[src/hdl/skt_pkg.sv]
package skt_pkg;

    localparam int CAPACITY_DEF = 16;
    localparam int KEY_BITS_DEF = 32;

    typedef enum logic {
        OP_INSERT = 1'b0,
        OP_READ   = 1'b1
    } t_op;

    typedef enum logic [1:0] {
        ST_OK    = 2'd0,
        ST_DUP   = 2'd1,
        ST_FULL  = 2'd2,
        ST_RANGE = 2'd3
    } t_status;

    typedef struct packed {
        t_op         op;
        logic [31:0] key;
        logic [31:0] grade_bits;
        logic [31:0] name_ref;
        logic [3:0]  position;
    } t_req;

    typedef struct packed {
        t_status     status;
        logic [31:0] read_key;
        logic [31:0] read_grade;
        logic [31:0] read_name;
        logic [4:0]  entry_count;
        logic        is_empty;
        logic [31:0] min_key;
        logic [31:0] max_key;
    } t_rsp;

    // data carried with a key through the cell row
    typedef struct packed {
        logic [31:0] grade;
        logic [31:0] name;
    } t_rec;

    // compare results a cell reports to its neighbor and to the top level
    typedef struct packed {
        logic lt;
        logic eq;
    } t_cell_flags;

endpackage

[src/hdl/skt_cell.sv]
module skt_cell #(
    parameter int KEY_BITS = skt_pkg::KEY_BITS_DEF
) (
    input  logic                 i_clk,
    input  logic                 i_shift_en,
    input  logic                 i_occupied,
    input  logic                 i_prev_lt,
    input  logic [KEY_BITS-1:0]  i_prev_key,
    input  skt_pkg::t_rec        i_prev_rec,
    input  logic [KEY_BITS-1:0]  i_new_key,
    input  skt_pkg::t_rec        i_new_rec,
    output skt_pkg::t_cell_flags o_flags,
    output logic [KEY_BITS-1:0]  o_key,
    output skt_pkg::t_rec        o_rec
);

    logic [KEY_BITS-1:0] r_key;
    logic [KEY_BITS-1:0] n_key;
    skt_pkg::t_rec       r_rec;
    skt_pkg::t_rec       n_rec;
    logic                w_load;

    assign o_flags.lt = i_occupied && (r_key < i_new_key);
    assign o_flags.eq = i_occupied && (r_key == i_new_key);

    // cells below the insertion slot hold; the slot takes the new record,
    // everything above it takes the neighbor's record
    assign w_load = i_shift_en && !o_flags.lt;

    always_comb begin
        if (i_prev_lt) begin
            n_key = i_new_key;
            n_rec = i_new_rec;
        end else begin
            n_key = i_prev_key;
            n_rec = i_prev_rec;
        end
    end

    always_ff @(posedge i_clk) begin
        if (w_load) begin
            r_key <= n_key;
            r_rec <= n_rec;
        end
    end

    assign o_key = r_key;
    assign o_rec = r_rec;

endmodule

[src/hdl/sorted_key_table.sv]
// Channel    Direction  Handshake                    Payload
// request    in         i_req_valid / o_req_ready    i_req  (skt_pkg::t_req)
// response   out        o_rsp_valid / i_rsp_ready    o_rsp  (skt_pkg::t_rsp)
//
// One request per clock unless the response is stalled. Its response
// is registered and appears the cycle after acceptance; every cell compares
// the request key in parallel and the row shifts in the same edge.
// Reset clears the record count and the response valid; stored records are
// unknown until written. A stalled response holds, and a new request is
// taken in the cycle the pending response leaves.
module sorted_key_table #(
    parameter int CAPACITY = skt_pkg::CAPACITY_DEF,
    parameter int KEY_BITS = skt_pkg::KEY_BITS_DEF
) (
    input  logic          i_clk,
    input  logic          i_rst_n,
    input  logic          i_req_valid,
    output logic          o_req_ready,
    input  skt_pkg::t_req i_req,
    output logic          o_rsp_valid,
    input  logic          i_rsp_ready,
    output skt_pkg::t_rsp o_rsp
);

    localparam int CNT_W = $clog2(CAPACITY + 1);
    localparam int IDX_W = $clog2(CAPACITY);
    localparam int POS_W = CNT_W + 4;

    logic                  r_rsp_valid;
    skt_pkg::t_rsp         r_rsp;
    skt_pkg::t_rsp         n_rsp;
    logic [CNT_W-1:0]      r_count;
    logic [CNT_W-1:0]      n_count;
    logic [KEY_BITS-1:0]   r_max;
    logic [KEY_BITS-1:0]   n_max;

    logic                  w_accept;
    logic                  w_insert;
    logic                  w_dup;
    logic                  w_full;
    logic                  w_ins_ok;
    logic                  w_append;
    logic                  w_rd_hit;
    logic [KEY_BITS+31:0]  w_key_ext;
    logic [KEY_BITS-1:0]   w_new_key;
    skt_pkg::t_rec         w_new_rec;
    logic [KEY_BITS-1:0]   w_min;
    logic [POS_W-1:0]      w_pos_ext;
    logic [POS_W-1:0]      w_cnt_ext;
    logic [IDX_W+3:0]      w_pos_wide;
    logic [IDX_W-1:0]      w_pos_idx;
    logic [KEY_BITS+31:0]  w_rd_key_ext;
    logic [KEY_BITS+31:0]  w_min_ext;
    logic [KEY_BITS+31:0]  w_max_ext;
    logic [CNT_W+4:0]      w_cnt_out;

    logic [CAPACITY-1:0]   w_occ;
    logic [CAPACITY-1:0]   w_lt;
    logic [CAPACITY-1:0]   w_eq;
    logic [CAPACITY-1:0]   w_prev_lt;
    logic [KEY_BITS-1:0]   w_cell_key [CAPACITY];
    skt_pkg::t_rec         w_cell_rec [CAPACITY];
    skt_pkg::t_cell_flags  w_flags    [CAPACITY];

    assign o_req_ready = !r_rsp_valid || i_rsp_ready;
    assign w_accept    = i_req_valid && o_req_ready;

    assign w_key_ext       = {{KEY_BITS{1'b0}}, i_req.key};
    assign w_new_key       = w_key_ext[KEY_BITS-1:0];
    assign w_new_rec.grade = i_req.grade_bits;
    assign w_new_rec.name  = i_req.name_ref;

    genvar gi;
    generate
        for (gi = 0; gi < CAPACITY; gi++) begin : g_cell
            assign w_occ[gi] = CNT_W'(gi) < r_count;
            assign w_lt[gi]  = w_flags[gi].lt;
            assign w_eq[gi]  = w_flags[gi].eq;

            if (gi == 0) begin : g_head
                // the head cell is the slot whenever its key is not smaller
                assign w_prev_lt[gi] = 1'b1;
                skt_cell #(.KEY_BITS(KEY_BITS)) u_cell (
                    .i_clk      (i_clk),
                    .i_shift_en (w_ins_ok),
                    .i_occupied (w_occ[gi]),
                    .i_prev_lt  (w_prev_lt[gi]),
                    .i_prev_key (w_new_key),
                    .i_prev_rec (w_new_rec),
                    .i_new_key  (w_new_key),
                    .i_new_rec  (w_new_rec),
                    .o_flags    (w_flags[gi]),
                    .o_key      (w_cell_key[gi]),
                    .o_rec      (w_cell_rec[gi])
                );
            end else begin : g_body
                assign w_prev_lt[gi] = w_lt[gi-1];
                skt_cell #(.KEY_BITS(KEY_BITS)) u_cell (
                    .i_clk      (i_clk),
                    .i_shift_en (w_ins_ok),
                    .i_occupied (w_occ[gi]),
                    .i_prev_lt  (w_prev_lt[gi]),
                    .i_prev_key (w_cell_key[gi-1]),
                    .i_prev_rec (w_cell_rec[gi-1]),
                    .i_new_key  (w_new_key),
                    .i_new_rec  (w_new_rec),
                    .o_flags    (w_flags[gi]),
                    .o_key      (w_cell_key[gi]),
                    .o_rec      (w_cell_rec[gi])
                );
            end
        end
    endgenerate

    assign w_insert = (i_req.op == skt_pkg::OP_INSERT);
    assign w_dup    = |w_eq;
    assign w_full   = (r_count == CNT_W'(CAPACITY));
    assign w_ins_ok = w_accept && w_insert && !w_dup && !w_full;
    // new key lands past every stored key
    assign w_append = &(w_lt | ~w_occ);

    assign w_pos_ext  = {{CNT_W{1'b0}}, i_req.position};
    assign w_cnt_ext  = {4'd0, r_count};
    assign w_rd_hit   = w_pos_ext < w_cnt_ext;
    assign w_pos_wide = {{IDX_W{1'b0}}, i_req.position};
    assign w_pos_idx  = w_pos_wide[IDX_W-1:0];

    always_comb begin
        n_count = r_count;
        n_max   = r_max;
        if (w_ins_ok) begin
            n_count = r_count + CNT_W'(1);
            if (w_append) begin
                n_max = w_new_key;
            end
        end
    end

    assign w_min = (w_ins_ok && !w_lt[0]) ? w_new_key : w_cell_key[0];

    assign w_rd_key_ext = {32'd0, w_cell_key[w_pos_idx]};
    assign w_min_ext    = {32'd0, w_min};
    assign w_max_ext    = {32'd0, n_max};
    assign w_cnt_out    = {5'd0, n_count};

    always_comb begin
        n_rsp             = '0;
        n_rsp.status      = skt_pkg::ST_OK;
        n_rsp.entry_count = w_cnt_out[4:0];
        n_rsp.is_empty    = (n_count == '0);
        if (n_count != '0) begin
            n_rsp.min_key = w_min_ext[31:0];
            n_rsp.max_key = w_max_ext[31:0];
        end
        if (w_insert) begin
            if (w_dup) begin
                n_rsp.status = skt_pkg::ST_DUP;
            end else if (w_full) begin
                n_rsp.status = skt_pkg::ST_FULL;
            end
        end else if (w_rd_hit) begin
            n_rsp.read_key   = w_rd_key_ext[31:0];
            n_rsp.read_grade = w_cell_rec[w_pos_idx].grade;
            n_rsp.read_name  = w_cell_rec[w_pos_idx].name;
        end else begin
            n_rsp.status = skt_pkg::ST_RANGE;
        end
    end

    always_ff @(posedge i_clk) begin
        if (!i_rst_n) begin
            r_rsp_valid <= 1'b0;
            r_count     <= '0;
        end else begin
            if (w_accept) begin
                r_rsp_valid <= 1'b1;
            end else if (i_rsp_ready) begin
                r_rsp_valid <= 1'b0;
            end
            r_count <= n_count;
        end
    end

    always_ff @(posedge i_clk) begin
        if (w_accept) begin
            r_rsp <= n_rsp;
        end
        r_max <= n_max;
    end

    assign o_rsp_valid = r_rsp_valid;
    assign o_rsp       = r_rsp;

endmodule

[config.mk]
export PLATFORM = sky130hd
export DESIGN_NAME = sorted_key_table
export DESIGN_NICKNAME = d
export VERILOG_FILES = /design/src/hdl/skt_pkg.sv /design/src/hdl/skt_cell.sv /design/src/hdl/sorted_key_table.sv
export SDC_FILE = /design/constraint.sdc
export NUM_CORES = 2
export LEC_CHECK = 0
export BUFFER_PORTS_ARGS = -buffer_cell sky130_fd_sc_hd__buf_4
export CORE_AREA = 2 2 606 427
export CTS_CLUSTER_DIAMETER = 200
export DETAILED_ROUTE_END_ITERATION = 8
export DIE_AREA = 0 0 608 429
export MAX_ROUTING_LAYER = met4
export PLACE_DENSITY_LB_ADDON = 0.15
export SLEW_MARGIN = 30
export SYNTH_ARGS = -nofsm -noshare
export SYNTH_HDL_FRONTEND = slang
export SYNTH_SLANG_ARGS = --single-unit
[constraint.sdc]
create_clock -name i_clk -period 26.1 [get_ports i_clk]
set_clock_uncertainty 0.2 [all_clocks]
set_input_delay 2.61 -clock i_clk [delete_from_list [all_inputs] [get_ports i_clk]]
set_output_delay 2.61 -clock i_clk [all_outputs]
set_load 0.005 [all_outputs]
==> metrics.cfg <==
[run_status]
outcome=finished, final reports clean

[routing]
ant_nets=0
avgViaCountPerCell=6.11
via_count=59019
drt-initial-drc-count=7120
drc=0
wire_per_inst_um=35.3
wirelength_um=341000
drt-pass1-iter-count=5

[clock_tree]
post-cts-setup-buffer-count=0
cts_tree=yes
cts_root_buf=clkbuf_16
clock_sinks=1742
clkLatencyLatePin_ns=0.89
clockBufferDepth=4
cts-resized-gates=0
htree_levels=4
cts_buffers=193
path_clk_slew_ns=0.06
hold_buffers=0

[synthesis]
syn_nets=6556
synth.area.mux_share_pct=28.4
synth_top_family_by_area=multiplexers
syn_area_mm2=0.0939
synth_area_leaders=edfxtp_1, mux2_2, mux4_2, ha_1, dfxtp_1
synthSimpleGateAreaFrac_pct=3.69
synth_edf_count=1672
synth_fa_ha_area_share_pct=6.89
ys_types=64
ys_warn_count=0
synth_xor_area_share_pct=0.0466
synth-async-reset-ratio_pct=0
syn_area_per_cell_um2=15.8
yosysTopAreaCellShare_pct=53.5
synth_seq_cells=1742
ys_seq_area_share_pct=54.9
yosys.area.top_type=edfxtp_1
synthFlopType=edfxtp_1
synth_compound_area_share_pct=4.04
postSynthCellCount=5934

[sta]
slew_viol_final=0
finalSetupViolCount=0
tightest_slew_ns=1.15
report.final.hold_viol_count=0
finalCriticalPeriod_ns=8.23
finalCritPeriodShare_pct=31.5
tns_ns=0
layout_setup_ws_ns=17.87
fmax_ghz=0.122
rsz0062_at_grt=no
relSlewSlack_pct=22.8

[global_routing]
antenna_found_initial=27
grt_usage_pct=26.3
grt_max_degree=98
grt_pass1_vias=57517
overflow=0
grt_pass1_wl_um=475000

[setup_path]
cp-start-kind=input pin
path_delay_family=buffers and inverters
endpoint_kind=register
crit_chain=buf_4 -> inv_1 -> ha_1 -> a21o_1 -> nand3_1 -> a21oi_1 -> a2111oi_1 -> o21ai_0 -> a221oi_4 -> buf_6 -> buf_4 -> buf_4 -> mux2_2
cpMostUsedCell=buf_4
worstPathRequired_ns=26.50
critical-path-slowest-cell=a2111oi_1
path_buf_inv=5
critPathArrivalTime_ns=8.63
max_stage_delay_ns=0.85
path_max_fanout=37
crit_type=in2reg

[die]
ios=275
die-area_mm2=0.261
die_h_um=429
rows=155
start_util_pct=36.9
die_x_um=608
core-area_mm2=0.254

[placed_design]
place.gp.congestion=0.939
place_ws_ns=17.26
io_buffers=274
dp_hpwl_um=207000

[layout]
multiInputGateArea_mm2=0.0408
layout-drive-gt1-share_pct=41.3
regArea_mm2=0.0516
synthToLayoutAreaGrowth_pct=13.1
num-nets-final=6741
fillCellCount=22935

[hold_path]
min_path_type=reg2reg

[power]
ir_drop_mv=0.0589
powerDensity_mw_per_mm2=65.0
power.leakage_nw=36.7

[run]
drv_cap=0

==> cell families after synthesis <==
kind of cell / after synthesis
mux: 1880
flops: 1742
simple gates: 683
compound gates: 624
fa+ha+maj: 517
buf+inv: 483
xor+xnor: 5
==> report_power, final <==
| group | leakage (nW) | internal [mW] | switching, mW |
|---|---|---|---|
| combinational | 17.5 | 0.378 | 0.495 |
| clock | 2.87 | 1.46 | 1.19 |
| sequential | 16.3 | 3.25 | 0.119 |
| total | 36.7 | 5.09 | 1.81 |
==> worst register-to-register path, delay by kind of cell, from the launching register on <==
family / cells / cell delay [ns]
AOI/OAI and AO/OA: 5 / 2.16
adders and majority gates: 1 / 0.35
and+or+nand+nor: 1 / 0.12
DFF: 1 / 0.49
muxes: 1 / 0.46
buffers and inverters: 3 / 2.15
==> state kept, by name, indices dropped and copies added, names as in the netlist <==
name,cells
o_rsp_valid,1
o_rsp,168
g_cell.g_body.u_cell.o_key,480
r_max,32
r_count,5
g_cell.g_body.u_cell.o_rec,960
g_cell.g_head.u_cell.o_rec,64
g_cell.g_head.u_cell.o_key,32
==> final cells by class <==
class / count / share of cell area [%]
Inverter: 76 / 0.276
Clock buffer: 260 / 4.96
Timing Repair Buffer: 397 / 3.20
Sequential cell: 1742 / 48.6
Clock inverter: 87 / 0.565
Antenna cell: 14 / 0.0330
Tap cell: 3375 / 3.97
Multi-Input combinational cell: 3709 / 38.4
==> synth_stat cells (6+ instances only) <==
cell type / count
a221oi_1: 19
dfxtp_1: 70
nor4_1: 22
mux2_2: 1370
a21o_1: 40
nor2b_1: 114
nor2_1: 55
inv_1: 75
mux2_4: 30
a211oi_1: 19
a211o_1: 6
clkbuf_1: 331
nand4_1: 109
nor3_1: 29
a2111oi_0: 7
a31oi_1: 10
nand2_1: 249
a21boi_1: 29
and2_1: 7
mux4_2: 480
edfxtp_1: 1672
o211ai_1: 24
nand3_1: 55
nand2b_1: 11
o21a_1: 6
buf_2: 7
a21boi_0: 38
o21ai_0: 179
a21oi_1: 214
and4_1: 12
buf_1: 64
ha_1: 517
==> metal layers <==
layer,GRT usage (%),routed length [um],vias up,share of wire (%)
met1,39.5,161000,31656,47
met4,4.81,6180,0,1.8
met2,37.1,146000,2622,43
li1,-,-,24374,-
met5,-,0,-,0
met3,4.93,28200,367,8.3
==> metrics by stage <==
step           cell area, um2  utilization (%)  power, mW  hold slack (ns)  instances
3_5_place_dp           100000             39.4       4.29            0.256       9296
5_1_grt                106000             41.7       7.14            0.276       9656
6_report               106000             41.8       6.90            0.269       9660
3_3_place_gp            99900             39.3       4.28            0.252       9283
4_1_cts                106000             41.7       6.96            0.270       9643
2_1_floorplan           93900                -       3.91            0.243       5934
==> path summary, 6_finish.rpt <==
path                                                                 start                                     endpoint  slack [ns]  cells past startpoint
worst max register to register  g_cell[4].g_body.u_cell.o_key[5]$_DFFE_PP_  g_cell[5].g_body.u_cell.o_rec[50]$_DFFE_PP_       19.93                     11
worst min-delay path                                     r_max[10]$_DFF_P_                            r_max[10]$_DFF_P_        0.27                      1
worst min register to register                           r_max[10]$_DFF_P_                            r_max[10]$_DFF_P_        0.27                      1
worst max-delay path                                             i_req[73]  g_cell[5].g_body.u_cell.o_rec[50]$_DFFE_PP_       17.87                     13
==> placed cells by master (no fill, tap or decap), types with 17 or more instances in the layout <==
cell	n
nand2_1	247
clkinv_2	32
o211ai_1	24
clkbuf_16	196
nand3_1	54
mux2_2	1370
nor3_1	28
nand4_1	109
a21boi_0	37
dfxtp_1	70
clkinv_1	34
mux2_4	30
inv_1	74
o21ai_0	176
a21oi_1	212
nor2_1	43
a21o_1	40
clkbuf_1	52
buf_4	358
a21boi_1	29
nor2b_1	110
ha_1	517
mux4_2	480
edfxtp_1	1672
a211oi_1	17
Power figures use the tool's default switching activity.
